<file path="config.mk">
export PLATFORM = sky130hd
export DESIGN_NAME = parallel_camera_pixel_capture_flat
export DESIGN_NICKNAME = d
export VERILOG_FILES = /design/src/design/pcap_pkg.sv /design/src/design/pcap_sample_if.sv /design/src/design/pcap_pixel_if.sv /design/src/design/pcap_sample_reg.sv /design/src/design/pcap_capture.sv /design/src/design/parallel_camera_pixel_capture.sv /design/src/flat_wrapper.sv
export SDC_FILE = /design/constraint.sdc
export NUM_CORES = 1
export LEC_CHECK = 0
export BUFFER_PORTS_ARGS = -buffer_cell sky130_fd_sc_hd__buf_2
export CAP_MARGIN = 30
export CORE_MARGIN = 2
export CORE_UTILIZATION = 59
export CTS_CLUSTER_DIAMETER = 80
export DETAILED_ROUTE_END_ITERATION = 10
export PLACE_DENSITY_LB_ADDON = 0.05
export SLEW_MARGIN = 20
export SYNTH_ARGS = -nofsm -noshare
export SYNTH_HDL_FRONTEND = slang
export SYNTH_SLANG_ARGS = --single-unit
export TNS_END_PERCENT = 1
</file>
<file path="constraint.sdc">
create_clock -name clk -period 5.3 [get_ports clk]
set_input_delay 0.53 -clock clk [delete_from_list [all_inputs] [get_ports clk]]
set_output_delay 0.53 -clock clk [all_outputs]
set_load 0.05 [all_outputs]
</file>
<file path="src/design/pcap_pkg.sv">
package pcap_pkg;

	localparam int unsigned DIM_W = 11;
	localparam int unsigned BYTE_W = 8;
	localparam int unsigned PIXEL_W = 16;
	localparam int unsigned CFG_IDX_W = 1;

	// register indexes of the configuration port
	localparam logic [CFG_IDX_W-1:0] REG_LINE_WIDTH = 1'd0;
	localparam logic [CFG_IDX_W-1:0] REG_FRAME_HEIGHT = 1'd1;

	localparam logic [DIM_W-1:0] LINE_WIDTH_RST = 11'd640;
	localparam logic [DIM_W-1:0] FRAME_HEIGHT_RST = 11'd480;

	typedef struct packed {
		logic vsync;
		logic pclk;
		logic [BYTE_W-1:0] data_byte;
	} sample_t;

	typedef struct packed {
		logic [PIXEL_W-1:0] pixel;
		logic [DIM_W-1:0] column;
		logic [DIM_W-1:0] row;
		logic line_last;
		logic frame_last;
	} pixel_beat_t;

	typedef struct packed {
		logic [DIM_W-1:0] line_width;
		logic [DIM_W-1:0] frame_height;
	} cfg_t;

endpackage

</file>
<file path="src/design/pcap_sample_if.sv">
interface pcap_sample_if;
	logic valid;
	logic ready;
	logic vsync;
	logic pclk;
	logic [pcap_pkg::BYTE_W-1:0] data_byte;

	modport source (output valid, output vsync, output pclk, output data_byte, input ready);
	modport sink (input valid, input vsync, input pclk, input data_byte, output ready);
endinterface

</file>
<file path="src/design/pcap_pixel_if.sv">
interface pcap_pixel_if;
	logic valid;
	logic ready;
	logic [pcap_pkg::PIXEL_W-1:0] pixel;
	logic [pcap_pkg::DIM_W-1:0] column;
	logic [pcap_pkg::DIM_W-1:0] row;
	logic line_last;
	logic frame_last;

	modport source (output valid, output pixel, output column, output row,
		output line_last, output frame_last, input ready);
	modport sink (input valid, input pixel, input column, input row,
		input line_last, input frame_last, output ready);
endinterface

</file>
<file path="src/design/pcap_sample_reg.sv">
module pcap_sample_reg (
	input  logic clk,
	input  logic arst_n,
	pcap_sample_if.sink samples,
	output pcap_pkg::sample_t sample,
	output logic sample_valid,
	input  logic take
);
	logic valid_s1;
	pcap_pkg::sample_t sample_s1;
	logic load;

	// register holds one beat; refills as the capture stage consumes it
	assign samples.ready = !valid_s1 || take;
	assign load = samples.valid && samples.ready;

	always_ff @(posedge clk or negedge arst_n) begin
		if (!arst_n) begin
			valid_s1 <= 1'b0;
		end else if (load) begin
			valid_s1 <= 1'b1;
		end else if (take) begin
			valid_s1 <= 1'b0;
		end
	end

	always_ff @(posedge clk) begin
		if (load) begin
			sample_s1 <= '{vsync: samples.vsync, pclk: samples.pclk,
				data_byte: samples.data_byte};
		end
	end

	assign sample = sample_s1;
	assign sample_valid = valid_s1;
endmodule

</file>
<file path="src/design/pcap_capture.sv">
module pcap_capture (
	input  logic clk,
	input  logic arst_n,
	input  pcap_pkg::cfg_t cfg,
	input  pcap_pkg::sample_t sample,
	input  logic sample_valid,
	output logic take,
	pcap_pixel_if.source pixels
);
	localparam logic [1:0] FP_WAIT_HIGH = 2'd0;
	localparam logic [1:0] FP_WAIT_LOW = 2'd1;
	localparam logic [1:0] FP_CAPTURE = 2'd2;

	localparam logic [1:0] BP_LOW_BYTE = 2'd0;
	localparam logic [1:0] BP_WAIT_HIGH1 = 2'd1;
	localparam logic [1:0] BP_HIGH_BYTE = 2'd2;
	localparam logic [1:0] BP_EMIT = 2'd3;

	localparam int unsigned CNT_W = pcap_pkg::DIM_W + 1;

	logic [1:0] frame_phase_q, frame_phase_d;
	logic [1:0] byte_phase_q, byte_phase_d;
	logic [pcap_pkg::BYTE_W-1:0] low_byte_q, low_byte_d;
	logic [pcap_pkg::BYTE_W-1:0] high_byte_q, high_byte_d;
	logic [pcap_pkg::DIM_W-1:0] column_q, column_d;
	logic [pcap_pkg::DIM_W-1:0] row_q, row_d;
	logic emit;
	logic eol, eof;
	logic [CNT_W-1:0] column_inc, row_inc;
	logic out_valid_q;
	pcap_pkg::pixel_beat_t out_q;

	// a beat is taken when the result register is free or draining
	assign take = sample_valid && (!out_valid_q || pixels.ready);

	// end of line and frame compares; a size of zero acts as one
	assign column_inc = {1'b0, column_q} + CNT_W'(1);
	assign row_inc = {1'b0, row_q} + CNT_W'(1);
	assign eol = column_inc >= {1'b0, cfg.line_width};
	assign eof = eol && (row_inc >= {1'b0, cfg.frame_height});

	// frame and byte sequencing for one sample
	always_comb begin
		frame_phase_d = frame_phase_q;
		byte_phase_d = byte_phase_q;
		low_byte_d = low_byte_q;
		high_byte_d = high_byte_q;
		column_d = column_q;
		row_d = row_q;
		emit = 1'b0;
		case (frame_phase_q)
			FP_WAIT_LOW: begin
				if (!sample.vsync) begin
					frame_phase_d = FP_CAPTURE;
					byte_phase_d = BP_LOW_BYTE;
					column_d = '0;
					row_d = '0;
				end
			end
			FP_CAPTURE: begin
				case (byte_phase_q)
					BP_LOW_BYTE: begin
						if (!sample.pclk) begin
							low_byte_d = sample.data_byte;
							byte_phase_d = BP_WAIT_HIGH1;
						end
					end
					BP_WAIT_HIGH1: begin
						if (sample.pclk) begin
							byte_phase_d = BP_HIGH_BYTE;
						end
					end
					BP_HIGH_BYTE: begin
						if (!sample.pclk) begin
							high_byte_d = sample.data_byte;
							byte_phase_d = BP_EMIT;
						end
					end
					BP_EMIT: begin
						if (sample.pclk) begin
							emit = 1'b1;
							byte_phase_d = BP_LOW_BYTE;
							if (eof) begin
								column_d = '0;
								row_d = '0;
								frame_phase_d = FP_WAIT_HIGH;
							end else if (eol) begin
								column_d = '0;
								row_d = row_inc[pcap_pkg::DIM_W-1:0];
							end else begin
								column_d = column_inc[pcap_pkg::DIM_W-1:0];
							end
						end
					end
					default: ;
				endcase
			end
			default: begin
				frame_phase_d = sample.vsync ? FP_WAIT_LOW : FP_WAIT_HIGH;
			end
		endcase
	end

	// capture state
	always_ff @(posedge clk or negedge arst_n) begin
		if (!arst_n) begin
			frame_phase_q <= FP_WAIT_HIGH;
			byte_phase_q <= BP_LOW_BYTE;
			low_byte_q <= '0;
			high_byte_q <= '0;
			column_q <= '0;
			row_q <= '0;
		end else if (take) begin
			frame_phase_q <= frame_phase_d;
			byte_phase_q <= byte_phase_d;
			low_byte_q <= low_byte_d;
			high_byte_q <= high_byte_d;
			column_q <= column_d;
			row_q <= row_d;
		end
	end

	// result register
	always_ff @(posedge clk or negedge arst_n) begin
		if (!arst_n) begin
			out_valid_q <= 1'b0;
		end else if (take && emit) begin
			out_valid_q <= 1'b1;
		end else if (pixels.ready) begin
			out_valid_q <= 1'b0;
		end
	end

	always_ff @(posedge clk) begin
		if (take && emit) begin
			out_q <= '{pixel: {high_byte_q, low_byte_q}, column: column_q, row: row_q,
				line_last: eol, frame_last: eof};
		end
	end

	assign pixels.valid = out_valid_q;
	assign pixels.pixel = out_q.pixel;
	assign pixels.column = out_q.column;
	assign pixels.row = out_q.row;
	assign pixels.line_last = out_q.line_last;
	assign pixels.frame_last = out_q.frame_last;
endmodule

</file>
<file path="src/design/parallel_camera_pixel_capture.sv">
// channel   dir  beat payload
// samples   in   vsync, pclk, data_byte (one pin sample per beat)
// pixels    out  pixel, column, row, line_last, frame_last
// cfg       in   cfg_wr_en, cfg_index, cfg_data (0 line_width, 1 frame_height)
//
// one sample beat per cycle while samples do not stall; a sample passes the input
// register and the capture logic, which loads each pixel into the result register.
// arst_n clears the control state and loads the sizes with 640 by 480.
// a pixel waiting in the result register still lets one more sample in;
// samples stall only while that sample and the pixel both wait.
module parallel_camera_pixel_capture (
	input  logic clk,
	input  logic arst_n,
	pcap_sample_if.sink samples,
	pcap_pixel_if.source pixels,
	input  logic cfg_wr_en,
	input  logic [pcap_pkg::CFG_IDX_W-1:0] cfg_index,
	input  logic [pcap_pkg::DIM_W-1:0] cfg_data
);
	pcap_pkg::cfg_t cfg_q;
	pcap_pkg::sample_t sample;
	logic sample_valid;
	logic take;

	// size registers
	always_ff @(posedge clk or negedge arst_n) begin
		if (!arst_n) begin
			cfg_q.line_width <= pcap_pkg::LINE_WIDTH_RST;
			cfg_q.frame_height <= pcap_pkg::FRAME_HEIGHT_RST;
		end else if (cfg_wr_en) begin
			case (cfg_index)
				pcap_pkg::REG_LINE_WIDTH: cfg_q.line_width <= cfg_data;
				pcap_pkg::REG_FRAME_HEIGHT: cfg_q.frame_height <= cfg_data;
				default: ;
			endcase
		end
	end

	pcap_sample_reg u_sample_reg (
		.clk(clk),
		.arst_n(arst_n),
		.samples(samples),
		.sample(sample),
		.sample_valid(sample_valid),
		.take(take)
	);

	pcap_capture u_capture (
		.clk(clk),
		.arst_n(arst_n),
		.cfg(cfg_q),
		.sample(sample),
		.sample_valid(sample_valid),
		.take(take),
		.pixels(pixels)
	);
endmodule
</file>
<file path="src/flat_wrapper.sv">
// flat-port wrapper written by rule: the top's interface ports become plain ports
module parallel_camera_pixel_capture_flat 
  (clk, arst_n, cfg_wr_en, cfg_index, cfg_data, samples_valid, samples_vsync, samples_pclk, samples_data_byte, samples_ready, pixels_valid, pixels_pixel, pixels_column, pixels_row, pixels_line_last, pixels_frame_last, pixels_ready);
  pcap_sample_if samples_i ();
  pcap_pixel_if pixels_i ();
  input  logic clk;
  input  logic arst_n;
  input  logic cfg_wr_en;
  input  logic [pcap_pkg::CFG_IDX_W-1:0] cfg_index;
  input  logic [pcap_pkg::DIM_W-1:0] cfg_data;
  input wire logic [$bits(samples_i.valid)-1:0] samples_valid;
  input wire logic [$bits(samples_i.vsync)-1:0] samples_vsync;
  input wire logic [$bits(samples_i.pclk)-1:0] samples_pclk;
  input wire logic [$bits(samples_i.data_byte)-1:0] samples_data_byte;
  output wire logic [$bits(samples_i.ready)-1:0] samples_ready;
  output wire logic [$bits(pixels_i.valid)-1:0] pixels_valid;
  output wire logic [$bits(pixels_i.pixel)-1:0] pixels_pixel;
  output wire logic [$bits(pixels_i.column)-1:0] pixels_column;
  output wire logic [$bits(pixels_i.row)-1:0] pixels_row;
  output wire logic [$bits(pixels_i.line_last)-1:0] pixels_line_last;
  output wire logic [$bits(pixels_i.frame_last)-1:0] pixels_frame_last;
  input wire logic [$bits(pixels_i.ready)-1:0] pixels_ready;
  assign samples_i.valid = samples_valid;
  assign samples_i.vsync = samples_vsync;
  assign samples_i.pclk = samples_pclk;
  assign samples_i.data_byte = samples_data_byte;
  assign samples_ready = samples_i.ready;
  assign pixels_valid = pixels_i.valid;
  assign pixels_pixel = pixels_i.pixel;
  assign pixels_column = pixels_i.column;
  assign pixels_row = pixels_i.row;
  assign pixels_line_last = pixels_i.line_last;
  assign pixels_frame_last = pixels_i.frame_last;
  assign pixels_i.ready = pixels_ready;
  parallel_camera_pixel_capture u_core (.clk(clk), .arst_n(arst_n), .samples(samples_i), .pixels(pixels_i), .cfg_wr_en(cfg_wr_en), .cfg_index(cfg_index), .cfg_data(cfg_data));
endmodule
</file>
### Word-level counts from Yosys, hierarchy flattened

Cells that the tools add are included.

| storage, ports and cells | value |
|---|---|
| register bits after elaboration | 116 |
| bits in latches | 0 |
| memory bits (writable) | 0 |
| memory bits (read-only) | 0 |
| input port bits | 27 |
| memories | 0 |

| operators by class | value |
|---|---|
| $add $sub $neg | 2 |
| multipliers | 0 |
| divide/modulo/power cells | 0 |
| magnitude comparators | 2 |
| equality and inequality tests | 14 |
| shift-type cells | 0 |
| mux-type cells | 31 |
| bitwise operators | 2 |
| reductions and logical operators | 20 |

Operator list:

| operator | count |
|---|---|
| $mux W11 | 9 |
| $pmux W11 S2 | 2 |
| $add A11 B1 Y12 const B | 2 |
| $ge A12 B11 Y1 | 2 |
| $mux W2 | 9 |
| $reduce_and A5 Y1 | 2 |
| $ne A3 B3 Y1 const B | 3 |
| $mux W1 | 8 |
| $pmux W2 S2 | 2 |
| $pmux W2 S4 | 1 |
| $reduce_and A4 Y1 | 2 |
| $reduce_and A7 Y1 | 1 |
| $eq A2 B2 Y1 const B | 3 |
| $ne A2 B2 Y1 const B | 3 |
| $ne A3 B2 Y1 const B | 2 |
| $reduce_and A6 Y1 | 1 |
| $reduce_bool A2 Y1 | 3 |
| $eq A2 B1 Y1 const B | 2 |
| $logic_and A1 B1 Y1 | 4 |
| $reduce_and A2 Y1 | 2 |
| $logic_not A1 Y1 | 2 |
| $logic_not A2 Y1 | 1 |
| $logic_or A1 B1 Y1 | 2 |
| $ne A2 B1 Y1 const B | 1 |
| $not A1 Y1 | 2 |

### Longest topological paths before layout

| depth | value |
|---|---|
| depth after elaboration | 7 |
| gate-level depth with buffers | 13 |
| depth with buffers taken out | 12 |

### Hierarchy

Synthesis repeated with hierarchy kept, for this count alone.

| unflattened totals | value |
|---|---|
| cells, all modules | 374 |
| area, all modules | 5161.2 µm² |

By module, submodules not included:

| module | times used | cells each | area each (µm²) |
|---|---|---|---|
| pcap_capture | 1 | 312 | 3923.8 |
| parallel_camera_pixel_capture | 1 | 48 | 883.3 |
| pcap_sample_reg | 1 | 14 | 354.1 |

### Least setup slack after synthesis

Ideal clock, no wire load.

| timing | value |
|---|---|
| path kind | reg-to-reg |
| from | register u_core.u_capture.frame_phase_q[0] |
| to | register u_core.u_capture.out_q, in the netlist u_core.u_capture.pixels.column[0] (enable) |
| library setup time | 437 ps |
| data arrival time | 2582 ps |
| required time | 4863 ps |
| slack | 2281 ps |
| cell stages (with the launch flop) | 6 |
| path buffers | 1 |
| path through | dfrtp_1 -> inv_1 -> ha_1 -> buf_2 -> nand3_1 -> nor2_1 |

| between the ends | value |
|---|---|
| longest elaborated chain between the ends | 3 |

Ends and longest elaborated chain:

| item | RTL line | source |
|---|---|---|
| start: declaration | pcap_capture.sv:21 | `logic [1:0] frame_phase_q, frame_phase_d;` |
| start signal: assignment | pcap_capture.sv:114 | `frame_phase_q <= frame_phase_d;` |
| $eq A2 B2 Y1 | pcap_capture.sv:51 | `case (frame_phase_q)` |
| $mux W1 | pcap_capture.sv:51 |  |
| $logic_and A1 B1 Y1 | pcap_capture.sv:135 | `if (take && emit) begin` |
| end signal: assignment | pcap_capture.sv:136 | `out_q <= '{pixel: {high_byte_q, low_byte_q}, column: column_q, row: row_q,` |
| end: declaration | pcap_capture.sv:31 | `pcap_pkg::pixel_beat_t out_q;` |

Every way passes these cells.
A chain may end at the register's enable or synchronous reset.

### Worst setup path in the final report

| timing | value |
|---|---|
| from | register u_core.u_capture.column_q[0] (netlist bit) |
| to | register u_core.u_capture.row_q[0] (netlist bit) |

| between the ends | value |
|---|---|
| longest elaborated chain between the ends | 7 |
| elaborated cells on any way between the ends | 9 |
| those cells by class | 1 x add/sub; 1 x order compare; 1 x eq/ne; 4 x mux; 2 x reduce/logical |

Ends and longest elaborated chain:

| item | RTL line | source |
|---|---|---|
| start: declaration | pcap_capture.sv:25 | `logic [pcap_pkg::DIM_W-1:0] column_q, column_d;` |
| start signal: assignment | pcap_capture.sv:118 | `column_q <= column_d;` |
| $add A11 B1 Y12 * | pcap_capture.sv:37 | `assign column_inc = {1'b0, column_q} + CNT_W'(1);` |
| $ge A12 B11 Y1 * | pcap_capture.sv:39 | `assign eol = column_inc >= {1'b0, cfg.line_width};` |
| $logic_and A1 B1 Y1 | pcap_capture.sv:40 | `assign eof = eol && (row_inc >= {1'b0, cfg.frame_height});` |
| $mux W11 | pcap_capture.sv:83 | `if (eof) begin` |
| $mux W11 | pcap_capture.sv:80 | `if (sample.pclk) begin` |
| $mux W11 | pcap_capture.sv:61 | `case (byte_phase_q)` |
| $pmux W11 S2 | pcap_capture.sv:51 |  |
| end signal: assignment | pcap_capture.sv:119 | `row_q <= row_d;` |
| end: declaration | pcap_capture.sv:26 | `logic [pcap_pkg::DIM_W-1:0] row_q, row_d;` |

Every way passes the cells marked *; elsewhere a longest branch is shown, timed or not. The select of a mux whose other input is x is not followed.

==> impl_metrics.tcl <==
set metrics [dict create \
    path_max_fanout 12 \
    drc_errors 0 \
    r2r_end "u_core.u_capture.row_q[0]" \
    internal_power_mw 2.01 \
    cts-buffers-inserted 17 \
    wl_mm 10.4 \
    fp.coreArea_mm2 0.00868 \
    avgViaCountPerCell 5.62 \
    rsz0062_at_grt "false" \
    critPathArrivalTime_ns 3.88 \
    grt_usage 0.231 \
    cts.sinks 116 \
    yosysWarnings 0 \
    multi_input_area_mm2 0.00192 \
    place_area_mm2 0.00570 \
    htree_levels 4 \
    post_cts_buffers 0 \
    stdcell_area_mm2 0.00632 \
    fmax_mhz 286 \
    seqPwrFrac 0.422 \
    final-seq-area_mm2 0.00316 \
    max_cap_violations 0 \
    insertion_delay_ns 0.51 \
    ys_ff_latch 116 \
    cts_tree "built" \
    syn_inst 403 \
    ctsHoldBuffers 0 \
    vias 3406 \
    pre_cts_ws_ns 1.86 \
    ff2ff_path_depth 11 \
    rows 34 \
    tightestPinTransition_ns 0.606 \
    grt_pass1_vias 3441 \
    critPathLaunchType "flop" \
    cts_resized 0 \
    num-nets-final 544 \
    wire_per_inst_um 17.1 \
    drive_gt1_frac 0.257 \
    antenna_cells 0 \
    cp.required_ns 5.68 \
    die_h_um 98.2 \
    dieArea_mm2 0.00964 \
    die_width_um 98.2 \
    combPwrFrac 0.154 \
    r2r-start "u_core.u_capture.column_q[0]" \
    area_delta_synth_final_pct 20.9 \
    grt_max_degree 67 \
    ant_nets 0 \
    synth_area_mm2 0.00523 \
    power.leakage_nw 2.88 \
    period_share 0.660 \
    avgSynthCellArea_um2 13.0 \
    p_sw_uw 712 \
    setup_viol 0 \
    swShare 0.262 \
    r2r_setup_slack_ns 1.80 \
    grt-ovfl-total 0 \
    period_needed_ns 3.50 \
    grt_pass1_wl_mm 17.3 \
    fin_tns_setup_ns 0 \
    gp_congestion 0.834 \
    worst_slack_ns 1.80 \
    hold_viol_final 0 \
    synth_flop_cell "dfrtp_1" \
    cp-end-kind "flop" \
    startpoint "u_core.u_capture.column_q[0]" \
    syn-num-nets 462 \
    async_flop_share 0.569 \
    clock_skew_ns 0.0126 \
    synth_edf_count 50 \
    io_buffers 68 \
    slew-limit-headroom 0.595 \
    powerDensity_mw_per_mm2 430 \
    ir_drop_mv 0.300 \
    start_util 0.603 \
    finalMaxSlewViolations 0 \
    cts_root_buf "clkbuf_8" \
    dr.pass1.iters 4 \
    nFillCells 599 \
    ys_seq_area_frac 0.604 \
    power.total_mw 2.72 \
    clk_pin_slew_ns 0.06 \
    p_clk_frac 0.424 \
    outcome "finished clean" \
    grt_antenna_before_repair 0 \
    drt_iter0_drc 152 \
    hpwl_mm 6.86 \
    yosysUniqueCellTypes 56 \
    num_io_pins 69 \
    hold_class "input port to async pin" \
    cts.path.max_buffers 2 \
    path_class "flop to flop" \
]
[worst max-delay path by stage]
stage	to	slack (ns)	depth (start not counted)
5_1_grt	u_core.u_capture.row_q[0]	1.58	11
3_3_place_gp	u_core.u_capture.row_q[9]	1.96	11
2_1_floorplan	u_core.u_capture.pixels.column[0]	2.28	5
6_report	u_core.u_capture.row_q[0]	1.80	11
4_1_cts	u_core.u_capture.row_q[3]	1.84	11
3_5_place_dp	u_core.u_capture.row_q[9]	1.86	11
[synth_stat cells, drive strengths merged (7+ instances only)]
cell type,n,share of area
edfxtp,50,0.29
nand2,39,0.028
a21oi,9,0.0093
nand3,17,0.016
xor2,7,0.012
ha,32,0.077
o21ai,23,0.023
dfrtp,60,0.29
inv,29,0.021
mux2,32,0.070
nor2,9,0.0065
xnor2,9,0.015
and3,7,0.0093
a22o,8,0.013
[sequential cells by signal (all words and copies together) (netlist names)]
signal	flops
u_core.cfg_q	22
u_core.u_capture.pixels.row	11
u_core.u_capture.row_q	11
u_core.u_capture.byte_phase_q	2
u_core.u_capture.pixels.pixel	16
u_core.u_capture.pixels.line_last	1
u_core.u_capture.pixels.column	11
u_core.u_sample_reg.sample_valid	1
u_core.u_capture.column_q	11
u_core.u_capture.high_byte_q	8
u_core.u_capture.pixels.valid	1
u_core.u_capture.low_byte_q	8
u_core.u_sample_reg.sample	10
u_core.u_capture.frame_phase_q	2
u_core.u_capture.pixels.frame_last	1
[final cells by class]
cell class	instances	share of cell area
sequential	116	0.500
multi-input combinational	249	0.304
clock buffer	19	0.0667
timing repair buffer	72	0.0625
clock inverter	13	0.0285
tap	108	0.0214
inverter	29	0.0172
[through the flow]
step | instances | util | hold slack (ns)
floorplan | 403 | - | 0.234
global placement | 572 | 0.655 | 0.426
detailed placement | 573 | 0.657 | 0.431
CTS | 605 | 0.726 | 0.180
global route | 606 | 0.729 | 0.0841
finish | 606 | 0.729 | 0.0511
[cell families (layout without fill, tap and decap cells)]
family          count (synthesis)  in the layout  synth area share
compound gates                 67             67            0.0914
fa+ha+maj                      32             32            0.0765
simple gates                  101            101            0.0997
buf+inv                        38            133            0.0299
flops                         116            116             0.604
xor+xnor                       16             16            0.0268
mux                            33             33            0.0715
[metal layers]
| metal | vias up | GRT usage | share of wire |
|---|---|---|---|
| met5 | - | 0 | 0 |
| met4 | 0 | 0.0695 | 0.014 |
| met3 | 12 | 0.0651 | 0.038 |
| met2 | 78 | 0.365 | 0.49 |
| met1 | 1685 | 0.315 | 0.46 |
| li1 | 1631 | - | - |
[power by group through the flow]
stage               Clock [mW]  Sequential (mW)  Combinational [mW]
finish                    1.15             1.15               0.421
global route              1.21             1.16               0.474
CTS                       1.17             1.15               0.421
detailed placement           0             1.16               0.407
global placement             0             1.15               0.392
floorplan                    0             1.14               0.312
[critical path, cell delays in order (launching register included)]
cell	delay (ns)
dfrtp_1	0.45
ha_1	0.26
nand3_1	0.15
nor2_1	0.28
xor2_1	0.12
ha_1	0.31
and4_1	0.20
o211ai_1	0.09
o221a_2	0.30
o21ai_2	0.47
nand2_1	0.37
mux2_2	0.36
[layout by cell type, fill, tap and decap left out, drive strengths merged, types with 4 or more instances in the layout]
cell,count
a21o,4
a21oi,9
a22o,8
and3,7
buf,72
bufinv,4
clkbuf,19
clkinv,5
dfrtp,60
dfstp,6
edfxtp,50
ha,32
inv,31
mux2,32
nand2,39
nand2b,5
nand3,17
nor2,9
nor2b,4
nor3,5
o21ai,23
o31ai,4
xnor2,9
xor2,7
Power figures use the tool's default switching activity.
